<file path="src/hw/rtl/mss_ram.sv">
module mss_ram #(
  parameter int unsigned WIDTH = 8,
  parameter int unsigned DEPTH = 16
) (
  input  logic                     clk_i,
  input  logic                     we_i,
  input  logic [$clog2(DEPTH)-1:0] waddr_i,
  input  logic [WIDTH-1:0]         wdata_i,
  input  logic                     re_i,
  input  logic [$clog2(DEPTH)-1:0] raddr_i,
  output logic [WIDTH-1:0]         rdata_o
);

  logic [WIDTH-1:0] mem_q [DEPTH];

  // One write port and one registered read port.
  always_ff @(posedge clk_i) begin
    if (we_i) begin
      mem_q[waddr_i] <= wdata_i;
    end
    if (re_i) begin
      rdata_o <= mem_q[raddr_i];
    end
  end

endmodule

</file>
<file path="config.mk">
export PLATFORM = sky130hd
export DESIGN_NAME = mss_ram
export DESIGN_NICKNAME = d
export VERILOG_FILES = /design/src/hw/rtl/mss_ram.sv
export SDC_FILE = /design/constraint.sdc
export NUM_CORES = 1
export LEC_CHECK = 0
export ABC_CLOCK_PERIOD_IN_PS = 1600
export BUFFER_PORTS_ARGS = -buffer_cell sky130_fd_sc_hd__buf_2
export CAP_MARGIN = 20
export CORE_MARGIN = 4
export CORE_UTILIZATION = 45
export CTS_BUF_LIST = sky130_fd_sc_hd__clkbuf_8
export CTS_CLUSTER_DIAMETER = 200
export DETAILED_ROUTE_END_ITERATION = 16
export GPL_TIMING_DRIVEN = 0
export PLACE_DENSITY = 0.74
export REMOVE_ABC_BUFFERS = 1
export SLEW_MARGIN = 10
export SYNTH_ARGS = -nofsm -noshare
export SYNTH_HDL_FRONTEND = slang
export SYNTH_SLANG_ARGS = --single-unit
</file>
<file path="constraint.sdc">
create_clock -name clk_i -period 1.6 [get_ports clk_i]
set_input_delay 0.24 -clock clk_i [delete_from_list [all_inputs] [get_ports clk_i]]
set_output_delay 0.24 -clock clk_i [all_outputs]
set_load 0.01 [all_outputs]
</file>
Yosys cells after proc, flatten, opt, wreduce, memory -nomap -nowiden
Memories as Yosys holds them, arrays and structs flattened. A register that Yosys moved wholly into a read port is not among the register bits. Index checks and enable logic that the tools add are counted.

Mux-type cells: 2.

Operators by type and width (number): 2-to-1 mux 1 bit (2).

Bits in registers: 0. Memory bits (writable): 128. Output and inout bits: 8. Memories: 1.

Memory list: mem_q (depth 16, bits a word 8, read ports 1, clocked after Yosys merged registers in 1, write ports 1, RTL line 14) `logic [WIDTH-1:0] mem_q [DEPTH];`.

Depth between registers and ports, before layout
Depth in word-level cells: 2. Gate-level depth with buffers: 5. Gate-level depth less buffers: 3.

Least setup slack after synthesis
No wires, ideal clock.

Kind: input to register. Start: in waddr_i[2]. End: mem mem_q[0][0] (enable). Library setup time: 383 ps. Data arrival time: 1350 ps. Data required time: 1217 ps. Slack: -133 ps. Stages on the path: 2. Path buffers: 0. Cells stage by stage: or3b_2 > nor3_1.

RTL lines: start, declared (RTL line 7) `input logic [$clog2(DEPTH)-1:0] waddr_i,`; end, declared (RTL line 14).

Straight into the memory's write port.

==> run metrics <==
status=finished, final reports clean; min-delay worst type=in2reg; Power Dens Cells=1209 mW/mm^2; Post-Syn Area=0.005228 mm^2; number of max-cap violations=0; CTS clk-pin slew, worst paths=0.08 ns; GP Congestion=0.6979; setup total negative slack=0 ns; vias per cell=5.658; R2R depth=3; Design Area, Final=0.005864 mm^2; final net count=284; Diodes inserted=0; cell count after placement=389; post-synthesis simple-gate area fraction=3.135%; DRC viols=0; TritonRoute pass-1 iters=5; dominant synthesized flop cell=edfxtp_1; cts bufs inserted=17; CP Capture Type=flip-flop; final worst slack=0.05684 ns; CP required=1.77 ns; CP startpoint=mem_q[1][2]; root buffer cell=clkbuf_8; worst relative slew slack=41.01%; CTS tree=yes; leakage=1.904 nW; fraction of synthesized area in multiplexers=14.79%; row cnt=39; Core Util, Final=51.36%; first-pass GRT wire length=14,500 um; H-tree lvl count=4; critical path class=reg2reg; post-DR wirelength/cell=22.31 um; CP Data Arrival Time=1.71 ns; FFs w/ async S/R, synth=0%; Avg Inst Size Synth=22.83 um^2; die width=115.8 um; pre-CTS WS=-0.8332 ns; I/O pins=27; Setup Buffers After CTS=0; maximum clock rate=648.0 MHz; Slew @ Worst Pin=0.8816 ns; count of cell types in the netlist=18; hold_buf cts=0; Die Height=115.8 um; RSZ-0062 raised after global routing=no; most frequent cell after synthesis=edfxtp_1; CORE AREA=0.01142 mm^2; final WL=9392 um; area share of the leading cell type in the synthesized netlist=78.12%; warnings from Yosys=0; Tcrit/Tclk final=96.45%; EDFF count, synth=136; xor-xnor portion of the synthesized cell area=0%; layout cells sized above 1=28.42%; vias in the first global route=2,502; largest net degree at the start of global routing=33; Commonest cells post-synth=edfxtp_1, mux4_2, a22oi_1; DP Area=0.005470 mm^2; Adder-Cell Fraction of Synth Area=0%; initial core utilization=45.78%; Final Hold Viols=0; initial antenna violation count=0; Clock Latency Late Sink=0.41 ns; Crit Path Max Fanout=1; min Tclk post-route=1.543 ns; Finished Layout Cells=421; Slew Viols, Final=0; remaining global-route overflow=0; GRT Overall Usage=15.22%; clock sink total=136; startpoint class of the critical path=flip-flop; hold_sp=re_i; die area=0.01341 mm^2; via count=2,382; post-DP HPWL=5805 um; post-synthesis compound-gate area fraction=2.298%; Worst R2R Start=mem_q[1][2]; synthesized flop and latch total=136; Worst Clk Skew=0.009849 ns; clock buffer depth=2; main combinational cell family by area after synthesis=multiplexers; cell count of the worst hold path=1; Peak VDD IR=0.8833 mV; top post-synthesis cells by area=edfxtp_1, mux4_2, mux4_1, a22oi_1, nor2_1; sequential area share after synthesis=78.12%; IO Port Bufs=26; post-synth top area cell=edfxtp_1; Mapped Cells=229; # setup viols final=0; initial DRC count=186; Routed Antenna Nets=0; Area Growth Syn to Fin=12.18%
## kinds of logic after synthesis
logic type | count (synthesis)
buffers and inverters | 10
AO/OA/AOI/OAI | 16
flip-flops | 136
multiplexers | 32
AND/OR/NAND/NOR | 35
## routing by layer
layer	wire length (um)	global-route usage [%]	up-vias
met2	4695	23.44	86
met5	0	0	-
li1	-	-	1053
met3	559	3.916	6
met4	70	5.182	0
met1	4066	21.48	1237
## worst max-delay path, cell delays in order (launching register included)
cell      delay, ns
edfxtp_1       0.36
mux4_1         0.52
a22oi_1        0.32
nand2_1        0.09
## cell usage in the layout, fill, tap and decap left out, drive strengths merged, types with 4 or more instances in the layout
| cell | netlist | routed |
|---|---|---|
| a22oi | 16 | 16 |
| buf | 7 | 27 |
| clkbuf | 0 | 17 |
| clkinv | 0 | 4 |
| clkinvlp | 0 | 5 |
| edfxtp | 136 | 136 |
| inv | 0 | 4 |
| mux4 | 32 | 32 |
| nand2 | 9 | 9 |
| nor2 | 13 | 13 |
| nor3 | 4 | 4 |
## report_power, final
part	total [W]	internal (W)	switching, W
clock network	0.00271	0.00139	0.00133
registers	0.00403	0.00401	0.0000177
logic	0.000350	0.000140	0.000210
## area by class of cell
type / instances / area [um^2]
multi-input cells: 83 / 1072
well taps: 143 / 178.9
clock buffers: 17 / 234.0
repair buffers: 27 / 141.4
flip-flops and latches: 136 / 4084
clock inverters: 15 / 153.9
fillers: 911 / 5554
## final timing paths
check          endpoint  slack (ns)
max          rdata_o[2]        0.06
min          rdata_o[5]        0.17
max reg2reg  rdata_o[2]        0.06
min reg2reg  rdata_o[1]        0.76
## per-stage QoR
stage	power, W	hold WS (ns)
after floorplan	0.004272	0.3389
after global placement	0.004440	0.5738
after detailed placement	0.004459	0.5995
after CTS	0.007136	0.1496
after global routing	0.007341	0.1447
final	0.007090	0.1674
## state kept, by name, indices dropped and copies added, names as in the netlist
| name | cells |
|---|---|
| mem_q | 128 |
| rdata_o | 8 |
## repair_timing
item                                    in CTS  in global routing
endpoints found under the setup margin       8                  0
resized for setup                            2                  0
endpoints found under the hold margin        0                  0
Note: power is estimated with default switching activity, not from simulation.
