--- src/hw/rtl/mss_pkg.sv ---
package mss_pkg;

  // Default number of array elements held by the tree.
  localparam int unsigned CAPACITY_DEF = 1024;

  // Fixed field widths of the transactions.
  localparam int unsigned IDX_W   = 10;
  localparam int unsigned VAL_W   = 32;
  localparam int unsigned BEST_W  = 41;
  localparam int unsigned CNT_W   = 11;
  localparam int unsigned DATA_W  = 32;
  localparam int unsigned PADDR_W = 3;

  // Reset value of the element count register.
  localparam logic [CNT_W-1:0] EC_RESET = 11'd1024;

  // Register index, taken from paddr[2].
  localparam logic REG_ELEMENT_COUNT = 1'b0;

  // Action codes of an input transaction.
  localparam logic ACT_WRITE = 1'b0;
  localparam logic ACT_QUERY = 1'b1;

  // Engine sequencer states.
  typedef enum logic [2:0] {
    ST_CLEAR,
    ST_IDLE,
    ST_WDOWN,
    ST_WUPRD,
    ST_WUPWR,
    ST_QSTEP,
    ST_QTAIL,
    ST_DONE
  } state_e;

endpackage

--- src/hw/rtl/mss_apb.sv ---
module mss_apb
  import mss_pkg::*;
(
  input  logic               clk_i,
  input  logic               rst_ni,
  input  logic               psel,
  input  logic               penable,
  input  logic               pwrite,
  input  logic [PADDR_W-1:0] paddr,
  input  logic [DATA_W-1:0]  pwdata,
  output logic [DATA_W-1:0]  prdata,
  output logic               pready,
  output logic [CNT_W-1:0]   element_count_o
);

  logic [CNT_W-1:0] ec_q, ec_d;
  logic             sel_ec;

  assign pready = 1'b1;
  assign sel_ec = (paddr[2] == REG_ELEMENT_COUNT);

  // Register write in the access phase of a transaction.
  always_comb begin
    ec_d = ec_q;
    if (psel && penable && pwrite && sel_ec) begin
      ec_d = pwdata[CNT_W-1:0];
    end
  end

  always_ff @(posedge clk_i or negedge rst_ni) begin
    if (!rst_ni) begin
      ec_q <= EC_RESET;
    end else begin
      ec_q <= ec_d;
    end
  end

  // Read back.
  assign prdata = sel_ec ? {{(DATA_W-CNT_W){1'b0}}, ec_q} : '0;
  assign element_count_o = ec_q;

endmodule

--- config.mk ---
export PLATFORM = sky130hd
export DESIGN_NAME = mss_apb
export DESIGN_NICKNAME = d
export VERILOG_FILES = /design/src/hw/rtl/mss_pkg.sv /design/src/hw/rtl/mss_apb.sv
export SDC_FILE = /design/constraint.sdc
export NUM_CORES = 1
export LEC_CHECK = 0
export BUFFER_PORTS_ARGS = -buffer_cell sky130_fd_sc_hd__clkbuf_2
export CAP_MARGIN = 20
export CORE_ASPECT_RATIO = 1.1
export CORE_MARGIN = 1.5
export CORE_UTILIZATION = 33
export DETAILED_ROUTE_END_ITERATION = 16
export GPL_TIMING_DRIVEN = 0
export MAX_ROUTING_LAYER = met4
export PLACE_DENSITY = 0.8
export SYNTH_ARGS = -nofsm -noshare
export SYNTH_HDL_FRONTEND = slang
export SYNTH_SLANG_ARGS = --single-unit
--- constraint.sdc ---
create_clock -name clk_i -period 0.85 [get_ports clk_i]
set_input_delay 0.1275 -clock clk_i [delete_from_list [all_inputs] [get_ports clk_i]]
set_output_delay 0.1275 -clock clk_i [all_outputs]
set_load 0.005 [all_outputs]
After elaboration in Yosys (flattened, before gate mapping). Cells that the tools add are included.

Word-level logic and storage cells: 6. Bits of input ports: 40. Output and inout port bits: 44. Register bits after elaboration: 11.

Bitwise operators: 1. Reduce and logical (&&, ||, !) cells: 3. Multiplexer cells: 1.

Operator list (number): $mux W11 (1); $logic_and A1 B1 Y1 (3); $not A1 Y1 (1).

Longest topological paths before layout. Gate-level depths: netlist of run 1.

Depth after elaboration: 3. Depth in mapped cells: 3. Gate-level depth less buffers: 2.

Worst setup path before layout of run 1. OpenSTA, ideal clock, no wires.

Path type: in2reg. Start: input paddr[2]. End: register ec_q[0] (netlist: element_count_o[0]). Data required time: 725 ps. Path buffers: 1. Setup slack: -5 ps. Cell stages on the path: 3. Arrival time: 730 ps. Setup time: 125 ps. Cell sequence: nand4b_4 buf_6 mux2_4.

Longest elaborated chain between the ends: 2.

Ends and longest elaborated chain: from (decl) (line mss_apb.sv:9) `input logic [PADDR_W-1:0] paddr,`; $not A1 Y1 (line mss_apb.sv:20) `assign sel_ec = (paddr[2] == REG_ELEMENT_COUNT);`; $logic_and A1 B1 Y1 (line mss_apb.sv:25) `if (psel && penable && pwrite && sel_ec) begin`; to (signal assigned) (line mss_apb.sv:32) `ec_q <= EC_RESET;`; to (signal assigned) (line mss_apb.sv:34) `ec_q <= ec_d;`; to (decl) (line mss_apb.sv:16) `logic [CNT_W-1:0] ec_q, ec_d;`.

No other way between the ends. A chain may end at the register's enable or synchronous reset.

Worst setup path after layout of run 1.
Start: register ec_q[10] (netlist: element_count_o[10]). End: output prdata[10].

Longest elaborated chain between the ends: 1.

Ends and longest elaborated chain: $mux W11 (line mss_apb.sv:39) `assign prdata = sel_ec ? {{(DATA_W-CNT_W){1'b0}}, ec_q} : '0;`; to (decl) (line mss_apb.sv:11) `output logic [DATA_W-1:0] prdata,`.

No other way between the ends.

==> results of run 1 <==
[cell families (layout without fill, tap and decap cells)]
family	count (synthesis)	count (layout)	synth area share
buffers and inverters	24	83	0.250
AND/OR/NAND/NOR	12	12	0.130
multiplexers	11	11	0.224
flip-flops	11	11	0.384
other	2	22	0.0104
[per-layer routing]
metal / routed length, um / track usage / up-vias / part of all wire
met5: 0 / - / - / 0
met4: 5 / 0.0694 / 0 / 0.0031
met3: 131 / 0.0313 / 2 / 0.081
met2: 883 / 0.257 / 32 / 0.55
met1: 597 / 0.136 / 272 / 0.37
li1: - / - / 305 / -
[cell usage in the layout, fill, tap and decap left out]
| cell | synthesis | final |
|---|---|---|
| dfstp_2 | 1 | 1 |
| buf_4 | 22 | 25 |
| clkbuf_1 | 1 | 2 |
| buf_6 | 1 | 17 |
| dfrtp_1 | 10 | 10 |
| nand4b_4 | 1 | 1 |
| dlygate4sd3_1 | 0 | 1 |
| and2b_1 | 1 | 1 |
| buf_2 | 0 | 1 |
| mux2_4 | 10 | 10 |
| clkbuf_2 | 0 | 34 |
| conb_1 | 2 | 22 |
| mux2_2 | 1 | 1 |
| clkbuf_4 | 0 | 3 |
| nor2b_1 | 10 | 10 |
[through the flow]
step	hold WS, ns	total power (uW)	TNS [ns]	utilization	instance area [um^2]
final	0.0885	2100	-4.43	0.609	1240
after global routing	0.0729	2260	-5.91	0.609	1240
after CTS	0.0761	1980	-4.23	0.578	1180
after detailed placement	0.0205	1350	-2.56	0.499	1020
after global placement	0.0190	1330	-2.28	0.499	1020
after floorplan	-0.168	1090	-0.0539	-	795
[power breakdown]
group	switching, uW	total, uW	internal (uW)	leakage, uW
registers	80.3	727	646	0.000131
clock network	182	364	181	0.0000150
logic	293	1010	718	0.000604
[how the worst max path moves through the flow]
stage | start | endpoint | slack (ns)
after detailed placement | paddr[2] | element_count_o[1] | -0.15
after CTS | element_count_o[10] | prdata[10] | -0.33
after floorplan | paddr[2] | element_count_o[0] | -0.005
after global placement | paddr[2] | element_count_o[5] | -0.14
after global routing | element_count_o[10] | prdata[10] | -0.37
final | element_count_o[10] | prdata[10] | -0.30
[timing repair]
item                                    in CTS  in global routing
resized for setup                            5                 12
hold buffers                                 1                  0
hold endpoints to repair                    11                  0
endpoints found under the setup margin      22                 32
cloned                                       0                  0
buffers inserted                            14                  2
[layout make-up]
class | instances | share of cell area
multi-input combinational | 45 | 0.272
sequential | 11 | 0.222
tap | 28 | 0.0282
clock buffer | 4 | 0.0211
buffer | 24 | 0.145
timing repair buffer | 55 | 0.312
==> results by group, run 1 <==
Status
  • Status: complete, but fails checks
  • Failing checks: negative setup slack

Hold path
  • Worst hold start: pwdata[2]
  • WHS Endpoint: element_count_o[2]
  • Worst Hold Depth: 2
  • Worst Hold Class: in2reg

Cells and area
  • N_diodes: 0
  • Register area: 277 um^2
  • Multi-input logic area: 338 um^2
  • Layout Cells excl Fill: 167
  • Layout cells sized above 1: 0.669
  • Fill count: 183
  • Fin nets: 180
  • Area grow syn2layout: 72.9%
  • Max FFs per register: 11

Synthesis
  • Post-synth EDFFs: 0
  • Leading area contributor after synthesis: dfrtp_1
  • Avg Inst Size Synth: 12.0 um^2
  • Share of the synthesized area in the top cell type: 0.348
  • Post-synthesis register bit count: 11
  • Asr flop ratio synth: 1.00
  • Most common cell in the synthesized netlist: buf_4
  • Synth cell count leaders: 22 x buf_4, 10 x dfrtp_1, 10 x mux2_4, 10 x nor2b_1, 2 x conb_1
  • Top cells by area, synth: dfrtp_1 35%, buf_4 23%, mux2_4 21%, nor2b_1 8.7%, dfstp_2 3.7%
  • Register area share after synthesis: 0.384
  • Synthesized instance count: 60
  • Library cells used by synthesis: 11
  • Mapped Area: 719 um^2
  • Yosys warns: 0
  • Synth Flop Type: dfrtp_1

Global routing
  • Vias in the first global route: 572
  • Total gr overflow: 0
  • Initial antenna violation count: 0
  • Total global-route track usage: 0.142
  • Global-route wire length before repair: 2.37 mm
  • Largest net degree at the start of global routing: 12

Floorplanning
  • Initial Utilization: 0.352
  • Die ar.: 2470 um^2
  • Io pins: 84
  • Core area: 2040 um^2
  • Cell Rows: 17
  • Die extent in y: 52.0 um
  • Die W: 47.5 um

STA
  • Crit share post-route: 1.36
  • Period minus WS final: 1.15 ns
  • Fmax: 867 MHz
  • Final Hold Fails: 0
  • Max-slew violation count: 0
  • RSZ-0062 raised after global routing: yes
  • Skew final: 0 ns
  • Final Worst Setup Slack: -0.304 ns
  • Setup-failing EPs final: 32

Critical path
  • Slowest CP cell: dfstp_2
  • R2r endpoint: element_count_o[5]
  • Worst Setup End Kind: primary output
  • Buf/Inv on CP: 1
  • Crit path max-delay family: flip-flops
  • Setup CP Type: reg2out
  • CP Depth: 2
  • Worst stage delay on the critical path: 0.53 ns
  • Reg2Reg Depth: 3
  • FF-to-FF Start: element_count_o[5]
  • CP Max Fanout: 2
  • R2R setup slack: -0.12 ns
  • Worst setup SP type: register
  • CP Data Required Time: 0.72 ns
  • Crit-path cells: nor2b_1, buf_2
  • Arrival time worst endpoint: 1.03 ns

Drt
  • Antenna-violating nets left: 0
  • Routed wire length: 1.62 mm
  • Wire per inst: 9.69 um
  • DRC viols: 0
  • Detailed router's first-iteration violation count: 5
  • Pre-antenna DRT Iters: 3
  • Via count: 611
  • Vias per std cell: 3.66

Placed design
  • Routability cong.: 0.674
  • Post-placement cell count: 146
  • Port Buf Inserts: 38
  • Pre-CTS WS: -0.154 ns
  • Dpl hpwl: 1.17 mm

Power
  • Worst vdd ir: 894 uV
  • Cell Pwr Density: 1690 nW/um^2
  • LEAKAGE: 0.000750 uW

Clocking
  • Total CTS buffers: 3
  • H-tree levels: 1
  • Clock Sinks: 11
  • CTS clock-pin slew for the worst setup and hold paths: 0.07 ns
  • Root buf cell: clkbuf_4
  • Clk_lat worst skew: 0.26 ns
  • Clock buffer depth: 2
  • CTS tree: yes

Job
  • Max Cap Viol: 0
No activity file was read; power rests on OpenSTA's default activity.
==> run 2, diff against run 1 <==
--- a/config.mk
+++ b/config.mk
@@ -5,6 +5,7 @@
 export SDC_FILE = /design/constraint.sdc
 export NUM_CORES = 1
 export LEC_CHECK = 0
+export ABC_AREA = 1
 export BUFFER_PORTS_ARGS = -buffer_cell sky130_fd_sc_hd__clkbuf_2
 export CAP_MARGIN = 20
 export CORE_ASPECT_RATIO = 1.1
==> run 2 against run 1 <==
Net effect:
- the run still ends with negative setup slack left
- sequential power is 3.3% lower
- clock power is 5% lower
- clock-buffer cell count stayed put
- non-clock buffer count is 8 lower
- synthesized area stayed put
- largest power group is now sequential cells
- critical endpoint unchanged
- global-route usage is 0.22 points lower
- die area stayed put
- routed wire length is 4.1% lower
- sequential cell count stayed put
- first-iteration DRC count is 20% higher
- synthesized cell count is 65% higher
- highest routed layer unchanged
- maximum frequency is 0.65% lower
==> results by group, run 2 <==
Critical path
  • Crit path max-delay family: flip-flops
  • Crit-path cells: inv_2, nor2_2, buf_2
  • Arrival time worst endpoint: 1.03 ns
  • CP Max Fanout: 3
  • CP Data Required Time: 0.72 ns
  • Setup CP Type: reg2out
  • Worst stage delay on the critical path: 0.55 ns
  • Slowest CP cell: dfstp_2
  • Worst Setup End Kind: primary output
  • Worst setup SP type: register
  • Buf/Inv on CP: 2

Global routing
  • Initial antenna violation count: 0
  • Largest net degree at the start of global routing: 12
  • Vias in the first global route: 583
  • Total global-route track usage: 0.140
  • Total gr overflow: 0
  • Global-route wire length before repair: 2.33 mm

Clocking
  • Total CTS buffers: 3
  • Clk_lat worst skew: 0.26 ns
  • Clock Sinks: 11
  • H-tree levels: 1
  • Root buf cell: clkbuf_4
  • CTS clock-pin slew for the worst setup and hold paths: 0.07 ns
  • CTS tree: yes
  • Clock buffer depth: 2

STA
  • Setup-failing EPs final: 22
  • RSZ-0062 raised after global routing: yes
  • Worst hold margin: 0.0635 ns
  • Max-slew violation count: 0
  • Fmax: 861 MHz
  • Final Worst Setup Slack: -0.311 ns
  • Final Hold Fails: 0
  • Skew final: 0 ns
  • Crit share post-route: 1.37
  • Period minus WS final: 1.16 ns

Synthesis
  • Asr flop ratio synth: 1.00
  • Mapped Area: 719 um^2
  • Share of the synthesized area in the top cell type: 0.348
  • Leading area contributor after synthesis: dfrtp_1
  • Avg Inst Size Synth: 7.27 um^2
  • Library cells used by synthesis: 11
  • Synthesized instance count: 99
  • Synth Flop Type: dfrtp_1
  • Register area share after synthesis: 0.384
  • Most common cell in the synthesized netlist: nand2_1
  • Synth cell count leaders: 24 x nand2_1, 23 x buf_4, 13 x inv_1
  • Post-synthesis register bit count: 11
  • Top cells by area, synth: dfrtp_1 35%, buf_4 24%, nand2_1 13%, nand3_1 7.7%, inv_1 6.8%
  • Yosys warns: 0
  • Post-synth EDFFs: 0

Cells and area
  • Register area: 277 um^2
  • Layout cells sized above 1: 0.458
  • Fin nets: 209
  • Multi-input logic area: 278 um^2
  • Area grow syn2layout: 56.7%
  • Fill count: 215
  • Fin util: 0.552
  • Commonest non-fill, non-tap cells in the layout: 26 x buf_4, 26 x clkbuf_2, 24 x nand2_1, 22 x conb_1
  • Max FFs per register: 11
  • N_diodes: 0

Job
  • Max Cap Viol: 0

Drt
  • Via count: 707
  • Antenna-violating nets left: 0
  • DRC viols: 0
  • Vias per std cell: 3.61
  • Wire per inst: 7.91 um
  • Pre-antenna DRT Iters: 2
  • Detailed router's first-iteration violation count: 6
  • Routed wire length: 1.55 mm

Floorplanning
  • Die extent in y: 52.0 um
  • Io pins: 84
  • Core area: 2040 um^2
  • Initial Utilization: 0.352
  • Die W: 47.5 um
  • Die ar.: 2470 um^2
  • Cell Rows: 17

Hold path
  • Worst Hold Class: in2reg

Placed design
  • Port Buf Inserts: 38
  • Routability cong.: 0.696

Status
  • Status: complete, but fails checks
  • Failing checks: negative setup slack

Power
  • LEAKAGE: 0.000740 uW
  • Worst vdd ir: 627 uV
  • Cell Pwr Density: 1490 nW/um^2
-- run 2: cell types whose count changed after synthesis, moves of 2 or more --
cell and delta:
buf_2 +2, inv_1 +13, mux2_4 -10, nand2_1 +24, nand3_1 +11, nor2_1 +11
nor2b_1 -10
-- run 2: worst paths after layout --
| path | end | start | slack, ns | depth (start not counted) |
|---|---|---|---|---|
| worst min-delay path | element_count_o[10] | pwdata[10] | 0.06 | 3 |
| max in group asynchronous | element_count_o[10] | rst_ni | 0.31 | 2 |
| worst max register to register | element_count_o[10] | element_count_o[10] | 0.05 | 3 |
| min in group asynchronous | element_count_o[4] | rst_ni | 0.28 | 2 |
| worst max-delay path | prdata[10] | element_count_o[10] | -0.31 | 3 |
| worst min register to register | element_count_o[0] | element_count_o[0] | 0.49 | 2 |
-- run 2: timing repair --
action | CTS | global route
hold endpoints to repair | 11 | 0
buffers inserted | 2 | 4
pin swaps | 2 | 5
resized for setup | 0 | 17
setup endpoints to repair | 22 | 22
hold buffers | 1 | 0
cloned | 0 | 0
-- run 2: cells by family (layout without fill, tap and decap cells) --
logic type,count (synthesis),in the layout,synth area share
buf+inv,39,88,0.337
flops,11,11,0.384
other cells,2,22,0.0104
simple gates,47,47,0.268
-- run 2: layer usage --
| metal | track usage | vias to the layer above | wire, um |
|---|---|---|---|
| li1 | - | 386 | - |
| met1 | 0.142 | 288 | 606 |
| met2 | 0.243 | 31 | 825 |
| met3 | 0.0417 | 2 | 102 |
| met4 | 0.0556 | 0 | 16 |
| met5 | - | - | 0 |
-- run 2: cell type report --
class | instances | share of cell area
multi-input combinational | 69 | 0.246
sequential | 11 | 0.245
timing repair buffer | 45 | 0.239
buffer | 26 | 0.172
inverter | 13 | 0.0433
tap | 28 | 0.0311
clock buffer | 4 | 0.0233
-- run 2: where the power goes --
part	switching, uW	total (uW)	internal [uW]
clock	166	347	181
combinational	260	627	367
sequential	73.8	703	629
total	500	1680	1180
-- run 2: worst min-delay path, cell delays in order --
cell,delay [ns]
clkbuf_2,0.08
nand3_1,0.07
nand2_1,0.05
-- run 2: metrics by stage --
step	worst slack (ns)	total power [uW]	cell area (um^2)	TNS, ns	std cells
final	-0.311	1680	1130	-2.75	196
after global routing	-0.397	1840	1130	-4.09	196
after CTS	-0.308	1600	1070	-2.71	192
after detailed placement	-0.0212	1220	1020	-0.126	185
after global placement	-0.0152	1200	1020	-0.0152	185
after floorplan	0.0651	982	795	0	119
==> run 3, diff against run 2 <==
--- a/config.mk
+++ b/config.mk
@@ -5,16 +5,15 @@
 export SDC_FILE = /design/constraint.sdc
 export NUM_CORES = 1
 export LEC_CHECK = 0
-export ABC_AREA = 1
 export BUFFER_PORTS_ARGS = -buffer_cell sky130_fd_sc_hd__clkbuf_2
 export CAP_MARGIN = 20
 export CORE_ASPECT_RATIO = 1.1
 export CORE_MARGIN = 1.5
-export CORE_UTILIZATION = 33
+export CORE_UTILIZATION = 31
 export DETAILED_ROUTE_END_ITERATION = 16
 export GPL_TIMING_DRIVEN = 0
 export MAX_ROUTING_LAYER = met4
-export PLACE_DENSITY = 0.8
+export PLACE_DENSITY = 0.76
 export SYNTH_ARGS = -nofsm -noshare
 export SYNTH_HDL_FRONTEND = slang
 export SYNTH_SLANG_ARGS = --single-unit
==> run 3 against run 2 <==
Net effect:
- the flow still finishes with violations (negative setup slack)
- non-clock buffer count up 5
- sequential share of layout area shrank 1.5 points
- clock-buffer cell count unchanged
- total power rose by 18%
- routed wire length is 2.8% lower
- die area rose by 6.0%
- hold slack better by 0.025 ns
- critical path depth down 1
- sequential cell count did not move
- clock power hardly changed
==> results by group, run 3 (synthesis results as in run 1) <==
Hold path
  • Worst hold start: pwdata[6]
  • Worst Hold Class: in2reg
  • WHS Endpoint: element_count_o[6]
  • Worst Hold Depth: 2

Power
  • Total Power: 1980 uW
  • LEAKAGE: 0.000728 uW
  • Cell Pwr Density: 1650 nW/um^2
  • Worst vdd ir: 981 uV

Cells and area
  • Commonest non-fill, non-tap cells in the layout: 35 x clkbuf_2, 27 x buf_4, 22 x conb_1, 11 x buf_6
  • N_diodes: 0
  • Area grow syn2layout: 66.6%
  • Register area: 277 um^2
  • Fin nets: 177
  • Layout cells sized above 1: 0.662
  • Fill count: 201
  • Multi-input logic area: 338 um^2
  • Layout Cells excl Fill: 166
  • Leading cell type in the layout, fill and taps excluded: clkbuf_2
  • Max FFs per register: 11
  • Finished Cell Area: 1200 um^2

Drt
  • Pre-antenna DRT Iters: 2
  • Vias per std cell: 3.55
  • Via count: 590
  • Wire per inst: 9.08 um
  • Routed wire length: 1.51 mm
  • Detailed router's first-iteration violation count: 2
  • DRC viols: 0
  • Antenna-violating nets left: 0

Status
  • Status: complete, but fails checks
  • Failing checks: negative setup slack

Floorplanning
  • Io pins: 84
  • Die W: 48.9 um
  • Core area: 2230 um^2
  • Cell Rows: 18
  • Initial Utilization: 0.323
  • Die extent in y: 53.5 um
  • Die ar.: 2620 um^2

Placed design
  • Post-placement cell count: 148
  • Dpl hpwl: 1.16 mm
  • Routability cong.: 0.610
  • Pre-CTS WS: -0.151 ns
  • Placed Area: 1020 um^2
  • Port Buf Inserts: 38

Clocking
  • H-tree levels: 1
  • Total CTS buffers: 3
  • Root buf cell: clkbuf_4
  • Clock Sinks: 11
  • Clock buffer depth: 2
  • CTS clock-pin slew for the worst setup and hold paths: 0.07 ns
  • CTS tree: yes
  • Clk_lat worst skew: 0.26 ns

Critical path
  • Worst Setup End Kind: primary output
  • Worst setup SP type: register
  • Reg2Reg Depth: 3
  • Setup CP Type: reg2out
  • Slowest CP cell: dfstp_2
  • Arrival time worst endpoint: 1.02 ns
  • Buf/Inv on CP: 1
  • Crit path max-delay family: flip-flops
  • R2R setup slack: -0.11 ns
  • R2r endpoint: element_count_o[3]
  • Worst stage delay on the critical path: 0.53 ns
  • CP Max Fanout: 2
  • FF-to-FF Start: element_count_o[3]
  • CP Data Required Time: 0.72 ns
  • Crit-path cells: nor2b_1, buf_2

STA
  • Crit share post-route: 1.35
  • Period minus WS final: 1.15 ns
  • Final Worst Setup Slack: -0.301 ns
  • Final Hold Fails: 0
  • Skew final: 0 ns
  • Setup-failing EPs final: 31
  • Fmax: 869 MHz
  • Max-slew violation count: 0
  • Final setup TNS: -3.93 ns
  • RSZ-0062 raised after global routing: yes

Global routing
  • Global routing usage on met2: 0.210
  • Initial antenna violation count: 0
  • Largest net degree at the start of global routing: 12
  • Vias in the first global route: 511
  • Most Crowded Layer GR: met2
  • Met1 GRT Util: 0.114
  • Total global-route track usage: 0.113
  • Met3 GRT Util: 0.0480
  • Total gr overflow: 0
  • Global-route wire length before repair: 2.17 mm

Job
  • Max Cap Viol: 0
-- run 3: layout make-up --
| class | instances | area share |
|---|---|---|
| multi-input cells | 45 | 0.282 |
| repair buffers | 52 | 0.284 |
| plain buffers | 24 | 0.150 |
| clock buffers | 4 | 0.0219 |
| well taps | 30 | 0.0313 |
| flip-flops and latches | 11 | 0.231 |
-- run 3: per-stage QoR --
stage,hold slack (ns),util
after CTS,0.0805,0.522
after global placement,0.0180,0.458
after floorplan,-0.168,-
after detailed placement,0.0228,0.458
after global routing,0.0838,0.538
final,0.0889,0.538
-- run 3: layer usage --
| layer | share of wire | up-vias |
|---|---|---|
| li1 | - | 298 |
| met1 | 0.37 | 255 |
| met2 | 0.54 | 37 |
| met3 | 0.091 | 0 |
| met4 | 0 | 0 |
| met5 | 0 | - |
-- run 3: where the power goes --
| part | internal [uW] | switching (uW) | total [uW] |
|---|---|---|---|
| logic | 637 | 274 | 911 |
| clock network | 181 | 164 | 346 |
| registers | 647 | 77.7 | 725 |
| total | 1470 | 516 | 1980 |
-- run 3: how the worst max path moves through the flow --
stage | cells after the start | endpoint | start
2_1_floorplan | 3 | element_count_o[0] | paddr[2]
3_3_place_gp | 4 | element_count_o[4] | paddr[2]
3_5_place_dp | 4 | element_count_o[9] | paddr[2]
4_1_cts | 2 | prdata[10] | element_count_o[10]
5_1_grt | 2 | prdata[10] | element_count_o[10]
6_report | 2 | prdata[10] | element_count_o[10]
-- run 3: repair_timing --
item / in CTS / in global routing
setup endpoints to repair: 22 / 31
gates resized for setup: 6 / 5
hold endpoints to repair: 11 / 0
setup buffers: 11 / 2
pin swaps: 0 / 0
hold buffers: 1 / 0
